### src/rtl/core/mono_framebuffer_draw_engine_top_macros.svh
// ----------------------------------------------------------------------------
// mono frame buffer draw engine - assertion macros
// shared property wrappers, sampled on clk and disabled while rst_n is low
// ----------------------------------------------------------------------------
`ifndef MONO_FRAMEBUFFER_DRAW_ENGINE_TOP_MACROS_SVH
`define MONO_FRAMEBUFFER_DRAW_ENGINE_TOP_MACROS_SVH

// same-cycle implication
`define MFDE_ASSERT_IMP(lbl, ante, cons, msg) \
  lbl: assert property (@(posedge clk) disable iff (!rst_n) (ante) |-> (cons)) \
    else $error(msg);

// next-cycle implication
`define MFDE_ASSERT_NXT(lbl, ante, cons, msg) \
  lbl: assert property (@(posedge clk) disable iff (!rst_n) (ante) |=> (cons)) \
    else $error(msg);

`endif

### src/rtl/core/mfde_pkg.sv
// ----------------------------------------------------------------------------
// mfde_pkg
// shared types and constants of the frame buffer draw engine
// ----------------------------------------------------------------------------
`timescale 1ns / 1ps

package mfde_pkg;

  localparam int PANEL_WIDTH_DEF  = 128;
  localparam int PANEL_HEIGHT_DEF = 64;
  localparam int BUFFER_BYTES_DEF = 1024;

  // command queue between front and back
  localparam int QUEUE_DEPTH = 4;
  localparam int QPTR_W      = $clog2(QUEUE_DEPTH);

  // width for address arithmetic and range checks
  localparam int WIDE_W = 24;

  localparam int IN_TDATA_W  = 64;
  localparam int IN_TUSER_W  = 2;
  localparam int OUT_TDATA_W = 16;

  typedef enum logic [1:0] {
    OP_PIXEL = 2'd0,
    OP_LINE  = 2'd1,
    OP_RECT  = 2'd2,
    OP_READ  = 2'd3
  } op_t;

  // classified command; p is the column or major axis, q the row or minor axis
  typedef struct packed {
    op_t        op;
    logic       on;
    logic       steep;
    logic       ystep_neg;
    logic [7:0] p0;
    logic [7:0] q0;
    logic [8:0] p1;
    logic [8:0] q1;
    logic [7:0] dx;
    logic [7:0] dy;
    logic [9:0] idx;
  } cmd_t;

  typedef enum logic [2:0] {
    ST_CLEAR,
    ST_IDLE,
    ST_PIXEL,
    ST_LINE,
    ST_RECT,
    ST_READ,
    ST_DRAIN,
    ST_RESP
  } state_t;

endpackage

### src/rtl/core/mfde_front.sv
// ----------------------------------------------------------------------------
// mfde_front
// accepts input items, classifies them and prepares line and rectangle setup
// ----------------------------------------------------------------------------
`timescale 1ns / 1ps

module mfde_front #(
  parameter int PANEL_WIDTH  = mfde_pkg::PANEL_WIDTH_DEF,
  parameter int PANEL_HEIGHT = mfde_pkg::PANEL_HEIGHT_DEF
) (
  input  logic                            in_tvalid,
  output logic                            in_tready,
  input  logic [mfde_pkg::IN_TDATA_W-1:0] in_tdata,
  input  logic [mfde_pkg::IN_TUSER_W-1:0] in_tuser,
  input  logic                            clearing,
  input  logic                            q_full,
  output logic                            q_push,
  output mfde_pkg::cmd_t                  q_cmd
);

  logic [7:0] x0, y0, x1, y1, w, h;
  logic       on;
  logic [9:0] idx;
  logic [7:0] adx, ady;
  logic       steep, swap;
  logic [7:0] sa0, sb0, sa1, sb1;
  logic [7:0] p0, q0, p1, q1;
  logic [9:0] xsum, ysum;
  logic [8:0] xsat, ysat, xe, ye;

  assign x0  = in_tdata[7:0];
  assign y0  = in_tdata[15:8];
  assign x1  = in_tdata[23:16];
  assign y1  = in_tdata[31:24];
  assign w   = in_tdata[39:32];
  assign h   = in_tdata[47:40];
  assign on  = in_tdata[48];
  assign idx = in_tdata[58:49];

  assign in_tready = !q_full && !clearing;
  assign q_push    = in_tvalid && in_tready;

  always_comb begin
    // line: pick major axis, then order endpoints along it
    adx   = (x1 >= x0) ? x1 - x0 : x0 - x1;
    ady   = (y1 >= y0) ? y1 - y0 : y0 - y1;
    steep = (ady > adx);
    sa0   = steep ? y0 : x0;
    sb0   = steep ? x0 : y0;
    sa1   = steep ? y1 : x1;
    sb1   = steep ? x1 : y1;
    swap  = (sa0 > sa1);
    p0    = swap ? sa1 : sa0;
    q0    = swap ? sb1 : sb0;
    p1    = swap ? sa0 : sa1;
    q1    = swap ? sb0 : sb1;

    // rectangle: exclusive end, saturated then clipped to the panel
    xsum = {2'b00, x0} + {2'b00, w};
    ysum = {2'b00, y0} + {2'b00, h};
    xsat = (xsum > 10'd256) ? 9'd256 : xsum[8:0];
    ysat = (ysum > 10'd256) ? 9'd256 : ysum[8:0];
    xe   = (xsat > 9'(PANEL_WIDTH))  ? 9'(PANEL_WIDTH)  : xsat;
    ye   = (ysat > 9'(PANEL_HEIGHT)) ? 9'(PANEL_HEIGHT) : ysat;

    q_cmd           = '0;
    q_cmd.op        = mfde_pkg::op_t'(in_tuser);
    q_cmd.on        = on;
    q_cmd.idx       = idx;
    unique case (mfde_pkg::op_t'(in_tuser))
      mfde_pkg::OP_LINE: begin
        q_cmd.steep     = steep;
        q_cmd.p0        = p0;
        q_cmd.q0        = q0;
        q_cmd.p1        = {1'b0, p1};
        q_cmd.q1        = {1'b0, q1};
        q_cmd.dx        = p1 - p0;
        q_cmd.dy        = (q1 >= q0) ? q1 - q0 : q0 - q1;
        q_cmd.ystep_neg = !(q0 < q1);
      end
      mfde_pkg::OP_RECT: begin
        q_cmd.p0 = x0;
        q_cmd.q0 = y0;
        q_cmd.p1 = xe;
        q_cmd.q1 = ye;
      end
      mfde_pkg::OP_PIXEL: begin
        q_cmd.p0 = x0;
        q_cmd.q0 = y0;
      end
      mfde_pkg::OP_READ: begin
        q_cmd.p0 = '0;
      end
      default: begin
        q_cmd.p0 = '0;
      end
    endcase
  end

endmodule

### config.mk
export PLATFORM = sky130hd
export DESIGN_NAME = mfde_front
export DESIGN_NICKNAME = d
export VERILOG_FILES = /design/src/rtl/core/mono_framebuffer_draw_engine_top_macros.svh /design/src/rtl/core/mfde_pkg.sv /design/src/rtl/core/mfde_front.sv
export SDC_FILE = /design/constraint.sdc
export NUM_CORES = 1
export LEC_CHECK = 0
export BUFFER_PORTS_ARGS = -buffer_cell sky130_fd_sc_hd__buf_2
export CORE_MARGIN = 5
export CORE_UTILIZATION = 32
export DETAILED_ROUTE_END_ITERATION = 16
export GPL_ROUTABILITY_DRIVEN = 1
export SKIP_LAST_GASP = 1
export SYNTH_ARGS = -nofsm -noshare
export SYNTH_HDL_FRONTEND = slang
export SYNTH_SLANG_ARGS = --single-unit
### constraint.sdc
create_clock -name vclk -period 15.85
set_input_delay 2.3775 -clock vclk [all_inputs]
set_output_delay 2.3775 -clock vclk [all_outputs]
set_load 0.03 [all_outputs]
# Word-level counts from Yosys, hierarchy flattened
# Cells that the tools add are included.
dict set report classes {
  shifts 0
  div 0
  n_bitwise 0
  n_addsub 9
  multipliers 0
  n_eq_ne 3
  magnitude_cmp 10
  n_mux 20
  n_reduce_logical 7
}
# op count
set op_table {}
lappend op_table {{8-bit two-way mux} 11}
lappend op_table {{8-bit subtractor} 7}
lappend op_table {{9-bit two-way mux} 4}
lappend op_table {{18-bit one-hot mux with 2 select lines} 1}
lappend op_table {{8-bit >= comparator} 3}
lappend op_table {{8-bit one-hot mux with 3 select lines} 1}
lappend op_table {{8-bit by 8-bit adder with 9-bit output} 2}
lappend op_table {{9-bit > comparator (second input constant)} 2}
lappend op_table {{8-bit > comparator} 2}
lappend op_table {{16-bit two-way mux} 1}
lappend op_table {{8-bit one-hot mux with 2 select lines} 1}
lappend op_table {{9-bit by 7-bit > comparator with 1-bit output (second input constant)} 1}
lappend op_table {{9-bit by 8-bit > comparator with 1-bit output (second input constant)} 1}
lappend op_table {{8-bit less-than comparator} 1}
lappend op_table {{2-bit equality test (second input constant)} 2}
lappend op_table {{1-bit logical NOT} 3}
lappend op_table {{2-bit by 1-bit equality test with 1-bit output (second input constant)} 1}
lappend op_table {{1-bit logical AND} 2}
lappend op_table {{2-bit logical NOT} 1}
lappend op_table {{2-bit two-way mux} 1}
lappend op_table {{2-bit OR reduction} 1}
dict set report word_totals {
  output_inout_bits 67
  mem_count 0
  inputBits 69
  regBits 0
  mem_bits_rw 0
  rom_bits 0
  latchBits 0
  wordCells 49
}

# Logic depth before layout (Yosys ltp)
dict set report depth {
  ltp_word 9
  depth_mapped 42
  mapped_depth_nobuf 39
}

# Worst setup path before layout
# OpenSTA, ideal clock, no wires.
dict set report synth_path {
  path_kind {in2out}
  startpoint {input port in_tdata[16] (netlist name)}
  endpoint {output port q_cmd[12] (netlist name)}
  slack_ns 3.003
  arrival_ns 10.470
  n_path_buf 4
  stages 37
  t_required_ns 13.473
  path_cell_list {inv_1 > ha_1 > inv_1 > fa_1 > a21o_1 > a2111oi_0 > o21ai_1 > o21ai_2 > mux2_2 > o211ai_1 > nand3_1 > mux2i_1 > o2111a_1 > ha_1 > and4_1 > o31a_1 > nand2_1 > buf_2 > buf_1 > mux2i_1 > ha_1 > and4_1 > a221o_1 > o22ai_1 > mux2_2 > buf_4 > buf_4 > mux2i_1 > mux2i_1 > inv_1 > ha_1 > a21o_1 > a21o_1 > nor3_1 > a21oi_4 > mux2i_1 > mux2i_1}
}
# item line_no
set synth_lines {}
lappend synth_lines {{start, declared} mfde_front.sv:13} ;# input logic [mfde_pkg::IN_TDATA_W-1:0] in_tdata,
lappend synth_lines {{end, declared} mfde_front.sv:18} ;# output mfde_pkg::cmd_t q_cmd

==> flow_summary.json <==
{
  "status": "complete, no violations",
  "crit_path_start": "in_tdata[1]",
  "critical_path_required_ns": 13.47,
  "crit_path_start_kind": "primary input",
  "cts_resized": 0,
  "crit_buf_inv": 6,
  "nFlopsAndLatches": 0,
  "hp-start": "in_tdata[54]",
  "syn_area_mm2": 0.00523,
  "area_growth_pct": 12.2,
  "ant_nets": 0,
  "finalSetupTns_ns": 0,
  "final_cell_mix": "107 x buf_2, 81 x ha_1, 74 x inv_1, 72 x mux2i_1, 67 x nand2_1",
  "relSlewSlack": 0.386,
  "rsz0062_at_grt": "no",
  "synth_compound_area_frac": 0.262,
  "dieArea_mm2": 0.0190,
  "layout-drive-gt1-share": 0.180,
  "grt_max_degree": 68,
  "drtPass1Iterations": 7,
  "pre_cts_ws_ns": 1.11,
  "cpMostUsedCell": "mux2i_1",
  "cts.hold.buffers_added": 0,
  "viasPerCell": 5.44,
  "drc": 0,
  "avgSynthCellArea_um2": 7.20,
  "drtIter0Drc": 420,
  "cp_top_family": "compound AO/OA/AOI/OAI gates",
  "finalCritPeriodShare": 0.940,
  "start_util": 0.328,
  "hold_path_end": "q_cmd[5]",
  "seq_area_um2": 0,
  "num_rows": 46,
  "io_pins": 136,
  "ys_seq_area_frac": 0,
  "critPathMaxFanout": 28,
  "cap_violations": 0,
  "path_class": "primary input to primary output",
  "end_kind": "primary output",
  "maxSlewViolCount": 0,
  "die_w_um": 138,
  "synth-xor-area-share": 0.0436,
  "clock_buffers": 0,
  "layout.cells.non_filler": 1015,
  "synth_top_family_by_area": "compound AO/OA/AOI/OAI gates",
  "routed_wl_um": 17700,
  "setup_viol": 0,
  "hold_path.class": "primary input to primary output",
  "yosys.area_share.simple": 0.200,
  "synth_top_area_share": 0.196,
  "core_mm2": 0.0159,
  "final_core_utilization": 0.368,
  "final_hold_viol_count": 0,
  "antenna_found_initial": 0,
  "gp_routability_congestion": 0.900,
  "synthAdderAreaFrac": 0.235,
  "hold_depth": 0,
  "overflow": 0,
  "vias": 5519,
  "fmax_mhz": 67.1,
  "dp_hpwl_um": 14900,
  "cts_setup_buffers": 0,
  "synth_top_area_cell": "ha_1",
  "layout.nets": 960,
  "period_needed_ns": 14.90,
  "dieHeight_um": 138,
  "crit_path_max_incr_delay_ns": 0.70,
  "grt_pass1_vias": 5061,
  "placedCellCount": 1015,
  "synth_area_leaders": "ha_1 20%, mux2i_1 14%, inv_1 5.3%",
  "wl_per_cell_um": 17.4,
  "synth_cell_types": 70,
  "mostFrequentLayoutCell": "buf_2",
  "io_buffers": 107,
  "tightestPinTransition_ns": 0.920,
  "worstPathArrival_ns": 12.52,
  "slowest_stage": "nor2_2",
  "diodes": 0,
  "synthCells": 726,
  "ys_warn_count": 0,
  "grt_usage": 0.175,
  "worst_slack_ns": 0.953,
  "synthMuxAreaShare": 0.157,
  "n_fill_cell": 1746,
  "grt_first_pass_wirelength_um": 26800
}
==> how the worst max path moves through the flow <==
stage	cells past startpoint	end
floorplan	37	q_cmd[12]
global placement	37	q_cmd[12]
detailed placement	37	q_cmd[15]
CTS	37	q_cmd[15]
global route	38	q_cmd[13]
finish	38	q_cmd[15]
==> layer usage <==
layer,GRT usage,share of wire,vias to the layer above
met3,0.0113,0.054,21
met2,0.293,0.46,165
met4,0.0368,0.024,0
met1,0.248,0.46,2580
li1,-,-,2753
met5,0,0,-
==> final cells by class <==
class                           instances  area [um2]  area share
Timing Repair Buffer                  116         603       0.103
Inverter                               74         278      0.0474
Tap cell                              216         270      0.0461
Multi-Input combinational cell        609        4710       0.804
==> Yosys cell counts, types with 11 or more instances <==
cell	n
nor3_1	14
nand2_1	67
nand3_1	12
a22oi_1	18
nor2_1	37
a21oi_1	42
o21ai_0	40
inv_1	74
nor2b_1	20
xnor2_1	19
clkbuf_1	15
ha_1	82
nand2b_1	11
buf_4	18
o211ai_1	12
a21o_1	12
mux2i_1	73
==> stage by stage <==
stage               instance area [um2]  hold WS (ns)
finish                             5860          4.76
global route                       5860          4.76
CTS                                5860          4.76
detailed placement                 5860          4.76
global placement                   5860          4.76
floorplan                          5230          4.87
==> cell families after synthesis <==
| group | Yosys count |
|---|---|
| AO/OA/AOI/OAI | 198 |
| buffers and inverters | 118 |
| multiplexers | 81 |
| other | 1 |
| AND/OR/NAND/NOR | 208 |
| XOR/XNOR | 26 |
| adder cells (fa/ha/maj) | 94 |
Power is not shown: default switching activity piles up to over one toggle a cycle in this logic, so the estimate is an artifact.
