## src/rtl/core/mono_framebuffer_draw_engine_top_macros.svh

```systemverilog
// ----------------------------------------------------------------------------
// mono frame buffer draw engine - assertion macros
// shared property wrappers, sampled on clk and disabled while rst_n is low
// ----------------------------------------------------------------------------
`ifndef MONO_FRAMEBUFFER_DRAW_ENGINE_TOP_MACROS_SVH
`define MONO_FRAMEBUFFER_DRAW_ENGINE_TOP_MACROS_SVH

// same-cycle implication
`define MFDE_ASSERT_IMP(lbl, ante, cons, msg) \
  lbl: assert property (@(posedge clk) disable iff (!rst_n) (ante) |-> (cons)) \
    else $error(msg);

// next-cycle implication
`define MFDE_ASSERT_NXT(lbl, ante, cons, msg) \
  lbl: assert property (@(posedge clk) disable iff (!rst_n) (ante) |=> (cons)) \
    else $error(msg);

`endif

```

## src/rtl/core/mfde_pkg.sv

```systemverilog
// ----------------------------------------------------------------------------
// mfde_pkg
// shared types and constants of the frame buffer draw engine
// ----------------------------------------------------------------------------
`timescale 1ns / 1ps

package mfde_pkg;

  localparam int PANEL_WIDTH_DEF  = 128;
  localparam int PANEL_HEIGHT_DEF = 64;
  localparam int BUFFER_BYTES_DEF = 1024;

  // command queue between front and back
  localparam int QUEUE_DEPTH = 4;
  localparam int QPTR_W      = $clog2(QUEUE_DEPTH);

  // width for address arithmetic and range checks
  localparam int WIDE_W = 24;

  localparam int IN_TDATA_W  = 64;
  localparam int IN_TUSER_W  = 2;
  localparam int OUT_TDATA_W = 16;

  typedef enum logic [1:0] {
    OP_PIXEL = 2'd0,
    OP_LINE  = 2'd1,
    OP_RECT  = 2'd2,
    OP_READ  = 2'd3
  } op_t;

  // classified command; p is the column or major axis, q the row or minor axis
  typedef struct packed {
    op_t        op;
    logic       on;
    logic       steep;
    logic       ystep_neg;
    logic [7:0] p0;
    logic [7:0] q0;
    logic [8:0] p1;
    logic [8:0] q1;
    logic [7:0] dx;
    logic [7:0] dy;
    logic [9:0] idx;
  } cmd_t;

  typedef enum logic [2:0] {
    ST_CLEAR,
    ST_IDLE,
    ST_PIXEL,
    ST_LINE,
    ST_RECT,
    ST_READ,
    ST_DRAIN,
    ST_RESP
  } state_t;

endpackage

```

## src/rtl/core/mfde_queue.sv

```systemverilog
// ----------------------------------------------------------------------------
// mfde_queue
// short command queue decoupling the front from the back
// ----------------------------------------------------------------------------
`timescale 1ns / 1ps
`include "mono_framebuffer_draw_engine_top_macros.svh"

module mfde_queue (
  input  logic          clk,
  input  logic          rst_n,
  input  logic          push,
  input  mfde_pkg::cmd_t push_cmd,
  output logic          full,
  input  logic          pop,
  output mfde_pkg::cmd_t head_cmd,
  output logic          empty
);

  localparam int CNT_W = mfde_pkg::QPTR_W + 1;

  mfde_pkg::cmd_t slot_r [mfde_pkg::QUEUE_DEPTH];

  logic [mfde_pkg::QPTR_W-1:0] wr_ptr_r, rd_ptr_r;
  logic [CNT_W-1:0]            count_r;

  assign full     = (count_r == CNT_W'(mfde_pkg::QUEUE_DEPTH));
  assign empty    = (count_r == '0);
  assign head_cmd = slot_r[rd_ptr_r];

  always_ff @(posedge clk) begin
    if (!rst_n) begin
      wr_ptr_r <= '0;
      rd_ptr_r <= '0;
      count_r  <= '0;
    end else begin
      if (push) begin
        wr_ptr_r <= wr_ptr_r + 1'b1;
      end
      if (pop) begin
        rd_ptr_r <= rd_ptr_r + 1'b1;
      end
      if (push && !pop) begin
        count_r <= count_r + 1'b1;
      end else if (pop && !push) begin
        count_r <= count_r - 1'b1;
      end
    end
  end

  always_ff @(posedge clk) begin
    if (push) begin
      slot_r[wr_ptr_r] <= push_cmd;
    end
  end

  `MFDE_ASSERT_IMP(a_no_push_full, push, !full, "push into full queue")
  `MFDE_ASSERT_IMP(a_no_pop_empty, pop, !empty, "pop from empty queue")
  `MFDE_ASSERT_NXT(a_count_up, push && !pop, count_r == $past(count_r) + 1'b1,
                   "queue count did not follow push")

endmodule

```

## config.mk

```make
export PLATFORM = sky130hd
export DESIGN_NAME = mfde_queue
export DESIGN_NICKNAME = d
export VERILOG_FILES = /design/src/rtl/core/mfde_pkg.sv /design/src/rtl/core/mfde_queue.sv
export VERILOG_INCLUDE_DIRS = /design/src /design/src/rtl/core
export SDC_FILE = /design/constraint.sdc
export NUM_CORES = 1
export LEC_CHECK = 0
export ABC_AREA = 1
export BUFFER_PORTS_ARGS = -buffer_cell sky130_fd_sc_hd__buf_2
export CAP_MARGIN = 20
export CORE_UTILIZATION = 43
export DETAILED_ROUTE_END_ITERATION = 10
export PLACE_DENSITY = 0.71
export SLEW_MARGIN = 10
export SYNTH_ARGS = -nofsm -noshare
export SYNTH_HDL_FRONTEND = slang
export SYNTH_SLANG_ARGS = --single-unit
```

## constraint.sdc

```tcl
create_clock -name clk -period 4.24 [get_ports clk]
set_clock_uncertainty 0.15 [all_clocks]
set_input_delay 0.424 -clock clk [delete_from_list [all_inputs] [get_ports clk]]
set_output_delay 0.424 -clock clk [all_outputs]
set_load 0.02 [all_outputs]
```

* Word-level counts from Yosys, hierarchy flattened
Memories as Yosys holds them, arrays and structs flattened. A register that Yosys moved wholly into a read port is not among the register bits.
Cells that the tools add are included.
** Operators by class
- Eq/ne operators :: 1
- Muxes and demuxes :: 6
- Reductions and logical operators :: 6
- $add $sub $neg :: 4
** Operators by type and width (count)
- 3-bit two-way mux :: 2
- 2-bit by 1-bit adder with 2-bit output (second input constant) :: 2
- 2-bit two-way mux :: 2
- 3-bit by 1-bit adder with 3-bit output (second input constant) :: 1
- 3-bit equality test (second input constant) :: 1
- 3-bit logical NOT :: 1
- 3-bit by 1-bit subtractor with 3-bit output (second input constant) :: 1
- 1-bit logical AND :: 2
- 1-bit logical NOT :: 2
- 1-bit two-way mux :: 2
- 2-bit nonzero test :: 1
** Storage, ports and cells
- Logic and storage cells :: 21
- Memories :: 1
- Input port bits :: 69
- RAM bits :: 260
- Output and inout bits :: 67
- Register bits :: 7
** Memories
- slot_r :: words 4, width 65, read ports 1, clocked after Yosys merged registers in 1, wr ports 1, RTL line mfde_queue.sv:21 : mfde_pkg::cmd_t slot_r [mfde_pkg::QUEUE_DEPTH];

* Depth between registers and ports, before layout
Gate-level depths: netlist of the first run.
- Depth in word-level cells :: 4
- Gate-level depth with buffers :: 10

* Least setup slack after synthesis of the first run
No wires, ideal clock.
- Path type :: flip-flop to flip-flop
- Start point :: register wr_ptr_r[0] (netlist name)
- End point :: memory slot_r[2][0] (netlist name), enable pin
- Arrival time :: 1852 ps
- Library setup time :: 419 ps
- Clock period less this slack :: 2421 ps
- Setup slack :: 1819 ps
- Required time :: 3671 ps
- Cell stages (with the launch flop) :: 5
- Path buffers :: 0
- Path through :: dfxtp_1 -> inv_1 -> ha_1 -> nand2_1 -> inv_1
** RTL lines
- from (decl) :: RTL line mfde_queue.sv:23 : logic [mfde_pkg::QPTR_W-1:0] wr_ptr_r, rd_ptr_r;
- from (signal assigned) :: RTL line mfde_queue.sv:37 : wr_ptr_r <= wr_ptr_r + 1'b1;
- to (decl) :: RTL line mfde_queue.sv:21
Straight into the memory's write port.

==> results of run 1 <==
[metrics by stage]
stage,cells,hold WS [ns]
detailed placement,1109,0.273
global route,1225,0.0369
floorplan,687,0.262
CTS,1225,0.0124
global placement,1109,0.271
finish,1226,0.0372
[layout by cell type, fill, tap and decap left out, types with 11 or more instances in the layout]
cell type      instances
o21ai_0               96
edfxtp_1             260
o21ai_1               35
inv_1                 11
nor2_4                20
nor2_1               115
o22ai_1               45
clkbuf_16             29
buf_2                135
o22ai_2               20
dlygate4sd3_1         65
[sequential cells by signal (all words and copies together), names as in the netlist, named ones only]
signal,count
rd_ptr_r,2
count_r,3
slot_r,260
wr_ptr_r,2
[power by group through the flow]
stage	Sequential, W	Clock, W	Combinational, W
3_3_place_gp	0.00313	0	0.000595
2_1_floorplan	0.00312	0	0.000410
3_5_place_dp	0.00314	0	0.000607
5_1_grt	0.00309	0.00267	0.000706
4_1_cts	0.00308	0.00255	0.000658
6_report	0.00308	0.00250	0.000647
[worst max path at each step]
stage                                   startpoint                     end  slack, ns  cells after the start
after detailed placement                  register            head_cmd[58]       1.47                      5
after global routing                      register            head_cmd[51]       0.77                      5
after floorplan           wr_ptr_r[0]$_SDFFE_PN0P_  slot_r[2][0]$_DFFE_PP_       1.82                      4
final                                     register            head_cmd[58]       0.97                      5
after CTS                                 register            head_cmd[58]       0.89                      5
after global placement                    register            head_cmd[62]       1.52                      5
[cells by family (layout without fill, tap and decap cells)]
kind of cell | after synthesis | count (layout) | synth area share
buffers and inverters | 59 | 278 | 0.0348
AND/OR/NAND/NOR | 148 | 148 | 0.0685
other | 0 | 1 | 0
flip-flops | 269 | 269 | 0.768
AO/OA/AOI/OAI | 205 | 205 | 0.120
adder cells (fa/ha/maj) | 6 | 6 | 0.00794
[metal layers]
layer / vias up / wire length, um
met4: 0 / 456
met1: 3109 / 8830
met5: - / 0
li1: 2978 / -
met3: 37 / 948
met2: 119 / 10600
[worst max-delay path, stage by stage (launching register included)]
cell     delay, ns
dfxtp_4       0.79
inv_6         0.43
buf_12        0.34
o21ai_0       0.28
o22ai_2       0.10
buf_2         0.17
[repair_timing]
action                                  CTS  global route
hold endpoints to repair                260             0
endpoints found under the setup margin    0             0
hold buffers                             65             0
resized for setup                         0             0
[final cells by class]
type,count,area [um2]
Multi-Input combinational cell,359,2050
Clock buffer,38,800
Inverter,17,73.8
Antenna cell,1,2.50
Sequential cell,269,7990
Tap cell,319,399
Timing Repair Buffer,210,1410
Fill cell,1879,10700
Clock inverter,13,166
==> run metrics, run 1 <==
antenna violations before repair 1; final core utilization 0.546; Final HPWL DP 11.2 mm; buffer depth of the longest clock path 3; Max-slew headroom 0.402; combinational share of power 0.104; hold path startpoint rst_n; routed vias/inst 5.09; Net Sw Frac 0.226; I/O pin total 136; RSZ-0062 raised after global routing no; Mapped Area 10400 um2; first-pass GRT wire length 31.9 mm; pwr dens 483 nW/um2; CTS tree built; Clock Sinks 269; PnR worst setup slack 0.972 ns; Final ANT Viol Nets 0; total power 0.00622 W; Num CTS Buffers 28; met1 usage in global routing 0.199; core area 23600 um2; syn_nets 762; M3 GR Usage 0.0347; Pleak 4.54 nW; global route overflow 0; Synth area leader edfxtp_1; Hold Path Class input port to register; Int Pwr 0.00482 W; minimum clock period 3.27 ns; largest cells by area after synthesis edfxtp_1 (75%), o21ai_0 (4.6%), nor2_1 (4.2%); WL/cell 17.0 um; fmax 0.306 GHz; critical path class register to output port; busiest grt layer met2; crit-path max FO 69; Worst setup SP type register; Max Transition Viols Final 0; final setup vio count 0; H-tree Lvls 1; RePlAce Congestion 0.736; Max VDD drop 0.337 mV; Yosys warnings 0; Clk pin slew, worst setup/hold paths 0.06 ns; Setup crit end kind output port; post-route cell area 12900 um2; clk_lat worst skew 0.53 ns; die height 157 um; Worst Path Required 3.67 ns; hold path cells 3; NetSw 0.00141 W; Post-synth EDFFs 260; Mapped Cells 687; met2 Resource Use GR 0.307; postcts setup bufs 0; IO buf count 135; dpl cell area 11300 um2; Clock power frac 0.401; commonest cells in the netlist edfxtp_1 (260), nor2_1 (115), o21ai_0 (96); crit share post-route 0.771; Synth Area per Inst 15.1 um2; Starting Density 0.440; area delta synth->final 24.0%; top_reg_cell synth edfxtp_1; largest net degree at the start of global routing 70; sequential element share of the synthesized area 0.768; Reg2Reg Capture Point slot_r[2][36]$_DFFE_PP_; max cap viols 0; async set or reset register ratio after synthesis 0; reg2reg start wr_ptr_r[0]$_SDFFE_PN0P_; die area 24800 um2; final wirelength 20.9 mm; part of the power in registers 0.495; die extent in x 157 um; area share of the largest cell type after synthesis 0.751; layout cells sized above 1 0.266; total number of vias 6243; Tot GR Track Use 0.169; R2R setup slack 1.94 ns; pin slew with the least headroom to its limit 0.895 ns; Iteration-0 DRC Markers 324; top-count cell post-synth edfxtp_1; Row Count 56; Cell variety after synth 24; WHS Endpoint count_r[2]$_SDFFE_PN0P_; Register-to-Register Path Depth 5; DR pass1 iterations 4; Hold Fails Final Rpt 0; root buf cell clkbuf_16; Place WS 1.47 ns; #FFs+latches synth 269; crit path DAT 2.69 ns; outcome finished, final reports clean; Final #Nets 960; setup tns final 0 ns; vias in the first global route 6180; DRC 0
No activity file was read; power rests on OpenSTA's default activity.
==> run 2, diff against run 1 <==
--- a/config.mk
+++ b/config.mk
@@ -6,12 +6,12 @@
 export SDC_FILE = /design/constraint.sdc
 export NUM_CORES = 1
 export LEC_CHECK = 0
-export ABC_AREA = 1
+export ABC_AREA = 0
 export BUFFER_PORTS_ARGS = -buffer_cell sky130_fd_sc_hd__buf_2
 export CAP_MARGIN = 20
 export CORE_UTILIZATION = 43
 export DETAILED_ROUTE_END_ITERATION = 10
-export PLACE_DENSITY = 0.71
+export PLACE_DENSITY = 0.74
 export SLEW_MARGIN = 10
 export SYNTH_ARGS = -nofsm -noshare
 export SYNTH_HDL_FRONTEND = slang
==> constraint.sdc (replaced) <==
create_clock -name clk -period 2.82 [get_ports clk]
set_clock_uncertainty 0.15 [all_clocks]
set_input_delay 0.282 -clock clk [delete_from_list [all_inputs] [get_ports clk]]
set_output_delay 0.282 -clock clk [all_outputs]
set_load 0.02 [all_outputs]
==> run 2 against run 1 <==
Sequential share of layout area is 2.6 points higher; clock-buffer cell count is 4 lower; sequential power is 52% higher; via count is 25% lower; cell count is 26% lower; combinational power is 56% higher; non-clock buffer count is 3 higher; critical path depth is 2 lower; synthesized area is 5.1% lower; critical endpoint is now head_cmd[45]; hold slack worse by 0.0083 ns; final area is 4.0% lower; worst setup slack worse by 0.76 ns.
==> run metrics, run 2 <==
Top Layer Used met5; Max VDD drop 0.722 mV (+110%); Largest register FFs 260 (unchanged); largest registers slot_r: 260 flops, count_r: 3 flops; Clock Sinks 269 (unchanged); Iteration-0 DRC Markers 213 (-34%); pin slew with the least headroom to its limit 0.603 ns (-0.292 ns); Synth area leader edfxtp_1; Max Transition Viols Final 0 (unchanged); postcts setup bufs 0 (unchanged); commonest non-fill, non-tap cell in the layout edfxtp_1; setup tns final 0 ns (unchanged); die extent in x 154 um (-2.5%); Reg area 8000 um2 (about the same); buffer depth of the longest clock path 3 (unchanged); largest net degree at the start of global routing 37 (-47%); Pleak 4.23 nW (-6.9%); Max-slew headroom 0.598 (+0.196); die area 23600 um2 (-5.0%); routed vias/inst 5.10 (+0.15%); top_reg_cell synth edfxtp_1; minimum clock period 2.61 ns; CTS tree built; #FFs+latches synth 269 (unchanged); DRC 0 (unchanged); vias in the first global route 5187 (-16%); Mapped Cells 382 (-44%); wire length on met2 9.48 mm (-11%); Cell variety after synth 22 (-8.3%); Mapped Area 9870 um2 (-5.1%); clk_lat worst skew 0.51 ns (-0.02 ns); # diodes 0 (-1); async set or reset register ratio after synthesis 0 (unchanged); layout cells sized above 1 0.395 (+0.129); I/O pin total 136 (unchanged); pwr dens 715 nW/um2 (+48%); WL/cell 19.5 um (+15%); commonest cells in the netlist edfxtp_1 (260), mux4_2 (65), and2_1 (9), dfxtp_1 (9), buf_2 (6); Yosys warnings 0 (unchanged); Final HPWL DP 10.6 mm (-5.0%); Final #Nets 685 (-29%); total number of vias 4656 (-25%); max cap viols 0 (unchanged); Synth Area per Inst 25.8 um2 (+71%); Multi-input gate area 1720 um2 (-16%); crit-path max FO 26 (-62%); crit path DAT 2.17 ns (-0.52 ns); top-count cell post-synth edfxtp_1; antenna violations before repair 1 (unchanged); critical path class register to output port; first-pass GRT wire length 27.7 mm (-13%); H-tree Lvls 1 (unchanged); Num CTS Buffers 27 (-3.6%); Worst setup SP type register; met3 wire len 885 um (-6.6%); fillers 1687 (-10%); DR pass1 iterations 6 (+2); Setup crit end kind output port; IO buf count 135 (unchanged); Hold Path Class input port to register; CP cell instances buf_12 -> mux4_2 -> buf_2; Post-synth EDFFs 260 (unchanged); Slowest-stage cell, CP dfxtp_4; crit share post-route 0.924; Final ANT Viol Nets 0 (unchanged); area delta synth->final 25.4%; final wirelength 17.8 mm (-15%); area share of the largest cell type after synthesis 0.791 (+0.0400); final setup vio count 0 (unchanged); largest cells by area after synthesis edfxtp_1 (79%), mux4_2 (15%), dfxtp_1 (1.8%); Worst Path Required 2.39 ns (-1.28 ns); Hold Fails Final Rpt 0 (unchanged); core area 22600 um2 (-4.4%); Post-CTS Resized 0 (unchanged); syn_nets 457 (-40%); fmax 0.384 GHz; die height 154 um (-2.5%); RePlAce Congestion 0.692 (-6.0%); Largest stage delay, worst path 0.60 ns (-0.19 ns); most frequent cells in the layout edfxtp_1 (260), buf_2 (135), dlygate4sd3_1 (67); Most flops, register slot_r; RSZ-0062 raised after global routing no; sequential element share of the synthesized area 0.809 (+0.0409); Clk pin slew, worst setup/hold paths 0.06 ns (about the same); outcome finished, final reports clean; global route overflow 0 (unchanged); Metal-1 WL 7.10 mm (-20%); Starting Density 0.437 (-0.00298); root buf cell clkbuf_16; Row Count 55 (-1.8%); Min Hold Slack 0.0289 ns (-0.00831 ns); Tot GR Track Use 0.153 (-0.0156)
[run 2: power breakdown]
part / internal, W / leakage, nW / switching [W]
combinational: 0.000463 / 1.38 / 0.000551
clock: 0.00183 / 0.382 / 0.00133
sequential: 0.00459 / 2.46 / 0.0000822
total: 0.00689 / 4.23 / 0.00197
[run 2: routing by layer]
metal,GRT usage,vias to the layer above
li1,-,2092
met1,0.179,2389
met3,0.0310,33
met5,0,-
met2,0.285,140
met4,0.0424,2
[run 2: worst paths after layout]
kind | from | end | slack [ns] | depth (start not counted)
max | register | head_cmd[45] | 0.21 | 3
min | push | wr_ptr_r[1]$_SDFFE_PN0P_ | 0.03 | 3
max reg2reg | wr_ptr_r[0]$_SDFFE_PN0P_ | slot_r[0][30]$_DFFE_PP_ | 0.91 | 4
min reg2reg | count_r[2]$_SDFFE_PN0P_ | count_r[2]$_SDFFE_PN0P_ | 0.41 | 2
[run 2: cell type report]
cell class / instances / share of cell area
flip-flops and latches: 269 / 0.646
multi-input cells: 95 / 0.139
repair buffers: 213 / 0.121
clock buffers: 34 / 0.0567
well taps: 285 / 0.0288
clock inverters: 13 / 0.00667
inverters: 4 / 0.00121
[run 2: metrics by stage]
stage	power (W)	utilization	std cells	cell area [um2]	setup slack, ns
floorplan	0.00537	-	382	9870	0.172
global placement	0.00568	0.484	799	10900	0.711
detailed placement	0.00571	0.484	799	10900	0.708
CTS	0.00895	0.548	913	12400	0.142
global route	0.00916	0.548	913	12400	0.0978
finish	0.00885	0.548	913	12400	0.214
[run 2: worst max-delay path, delay by kind of cell (launching register included)]
kind                   cells  cell delay [ns]
DFF                        1             0.60
muxes                      1             0.56
buffers and inverters      2             0.48
[run 2: logic make-up after synthesis]
logic type,Yosys count,synth area share
AND/OR/NAND/NOR,15,0.00925
multiplexers,67,0.150
adder cells (fa/ha/maj),6,0.00837
XOR/XNOR,5,0.00444
AO/OA/AOI/OAI,2,0.00127
flip-flops,269,0.809
buffers and inverters,18,0.0170
[run 2: timing repair]
action,CTS,global route
endpoints found under the hold margin,269,0
setup endpoints to repair,0,0
hold buffers,67,0
==> run 3, diff against run 2 <==
--- a/config.mk
+++ b/config.mk
@@ -9,8 +9,10 @@
 export ABC_AREA = 0
 export BUFFER_PORTS_ARGS = -buffer_cell sky130_fd_sc_hd__buf_2
 export CAP_MARGIN = 20
+export CORE_ASPECT_RATIO = 1.4
 export CORE_UTILIZATION = 43
 export DETAILED_ROUTE_END_ITERATION = 10
+export HOLD_SLACK_MARGIN = 0.1
 export PLACE_DENSITY = 0.74
 export SLEW_MARGIN = 10
 export SYNTH_ARGS = -nofsm -noshare
==> run 3 against run 2 <==
Power increased by 0.77%; final area up 0.32%; utilization increased by 0.28 points; largest cell class unchanged; clock-buffer cell count down 5; cell count rose by 1.3%; register-to-register slack barely moved; clock power up 2%.
==> run metrics, run 3 (synthesis results as in run 2) <==
Worst Path Required 2.39 ns (about the same); largest net degree at the start of global routing 37 (unchanged); minimum clock period 2.44 ns (-0.168 ns); core area 22500 um2 (-0.19%); DP Cell Count 813 (+1.8%); Num CTS Buffers 25 (-7.4%); Max Transition Viols Final 0 (unchanged); die extent in x 130 um (-15%); crit path DAT 2.01 ns (-0.16 ns); Largest register FFs 260 (unchanged); die height 181 um (+18%); final std cells w/o fill 925 (+1.3%); Most flops, register slot_r; buffer depth of the longest clock path 3 (unchanged); critical path class register to output port; area delta synth->final 25.8%; Clock Sinks 269 (unchanged); commonest non-fill, non-tap cell in the layout edfxtp_1; fillers 1675 (-0.71%); # diodes 0 (unchanged); Pleak 4.22 nW (about the same); Row Count 65 (+18%); Tot GR Track Use 0.158 (+0.00495); post-route cell area 12400 um2 (+0.32%); RSZ-0062 raised after global routing no; Post-CTS Resized 0 (unchanged); crit-path max FO 19 (-27%); pwr dens 718 nW/um2 (+0.44%); setup tns final 0 ns (unchanged); Hold Fails Final Rpt 0 (unchanged); total number of vias 4630 (-0.56%); antenna violations before repair 0 (-1); die area 23600 um2 (about the same); Starting Density 0.438 (+0.000850); Clk pin slew, worst setup/hold paths 0.06 ns (about the same); WL/cell 19.5 um (about the same); DRC 0 (unchanged); fmax 0.410 GHz (+6.9%); Final HPWL DP 10.7 mm (+0.58%); vias in the first global route 5195 (+0.15%); pin slew with the least headroom to its limit 0.599 ns (-0.00444 ns); dpl cell area 10900 um2 (+0.16%); global route overflow 0 (unchanged); Max-slew headroom 0.601 (+0.00296); IO buf count 135 (unchanged); Max VDD drop 0.572 mV (-21%); layout cells sized above 1 0.397 (+0.00253); crit share post-route 0.864 (-0.0595); DR pass1 iterations 5 (-1); final wirelength 18.1 mm (+1.4%); final setup vio count 0 (unchanged); largest registers slot_r: 260 flops, count_r: 3 flops; Hold Path Class input port to register; Final ANT Viol Nets 0 (unchanged); Worst setup SP type register; Min Hold Slack 0.378 ns (+0.349 ns); root buf cell clkbuf_16; hold_buf cts 69 (+3.0%); H-tree Lvls 1 (unchanged); I/O pin total 136 (unchanged); postcts setup bufs 0 (unchanged); most frequent cells in the layout edfxtp_1 (260), buf_2 (135), dlygate4sd3_1 (69); Iteration-0 DRC Markers 365 (+71%); Final #Nets 683 (-0.29%); clk_lat worst skew 0.50 ns (about the same); Setup crit end kind output port; outcome finished, final reports clean; max cap viols 0 (unchanged); first-pass GRT wire length 27.7 mm (about the same); routed vias/inst 5.01 (-1.8%); RePlAce Congestion 0.689 (-0.36%); CTS tree built
[run 3: cell types whose count changed in the layout (fill, tap and decap cells not counted), sizes merged]
cell	before	now
clkbuf	34	29
buf	146	144
bufinv	1	3
clkinv	11	9
clkinvlp	0	2
dlygate4sd3	67	69
inv	5	4
[run 3: worst paths after layout]
path / startpoint / endpoint / slack, ns / cells after the start
hold / removal: push_cmd[22] / slot_r[2][22]$_DFFE_PP_ / 0.38 / 2
setup reg to reg: wr_ptr_r[0]$_SDFFE_PN0P_ / slot_r[2][34]$_DFFE_PP_ / 0.91 / 4
hold reg to reg: count_r[2]$_SDFFE_PN0P_ / count_r[2]$_SDFFE_PN0P_ / 0.40 / 2
setup / recovery: register / head_cmd[49] / 0.38 / 3
[run 3: routing by layer]
metal  GRT usage  vias to the layer above  routed length [um]
li1            -                     2077                   -
met1       0.186                     2398                7190
met2       0.289                      134                9710
met4      0.0447                        0                 265
met3      0.0299                       21                 904
met5           0                        -                   0
[run 3: final cells by class]
class / count / area (um2) / share of cell area
clock buffer: 29 / 641 / 0.0516
multi-input combinational: 95 / 1720 / 0.139
tap: 301 / 377 / 0.0303
inverter: 4 / 15.0 / 0.00121
timing repair buffer: 213 / 1520 / 0.123
clock inverter: 14 / 146 / 0.0118
sequential: 269 / 8000 / 0.644
[run 3: stage by stage]
step	total power (W)	util	setup WS, ns
6_report	0.00892	0.551	0.382
5_1_grt	0.00924	0.551	0.302
4_1_cts	0.00903	0.551	0.313
3_5_place_dp	0.00572	0.486	0.772
3_3_place_gp	0.00568	0.486	0.842
2_1_floorplan	0.00537	-	0.172
[run 3: critical path, cell delays in order, from the launching register on]
cell and delay (ns):
dfxtp_4 0.55, buf_4 0.36, mux4_2 0.39, buf_2 0.18
[run 3: report_power, final]
group | internal [W] | switching (W)
clock network | 0.00189 | 0.00134
logic | 0.000468 | 0.000570
registers | 0.00459 | 0.0000659
total | 0.00695 | 0.00197
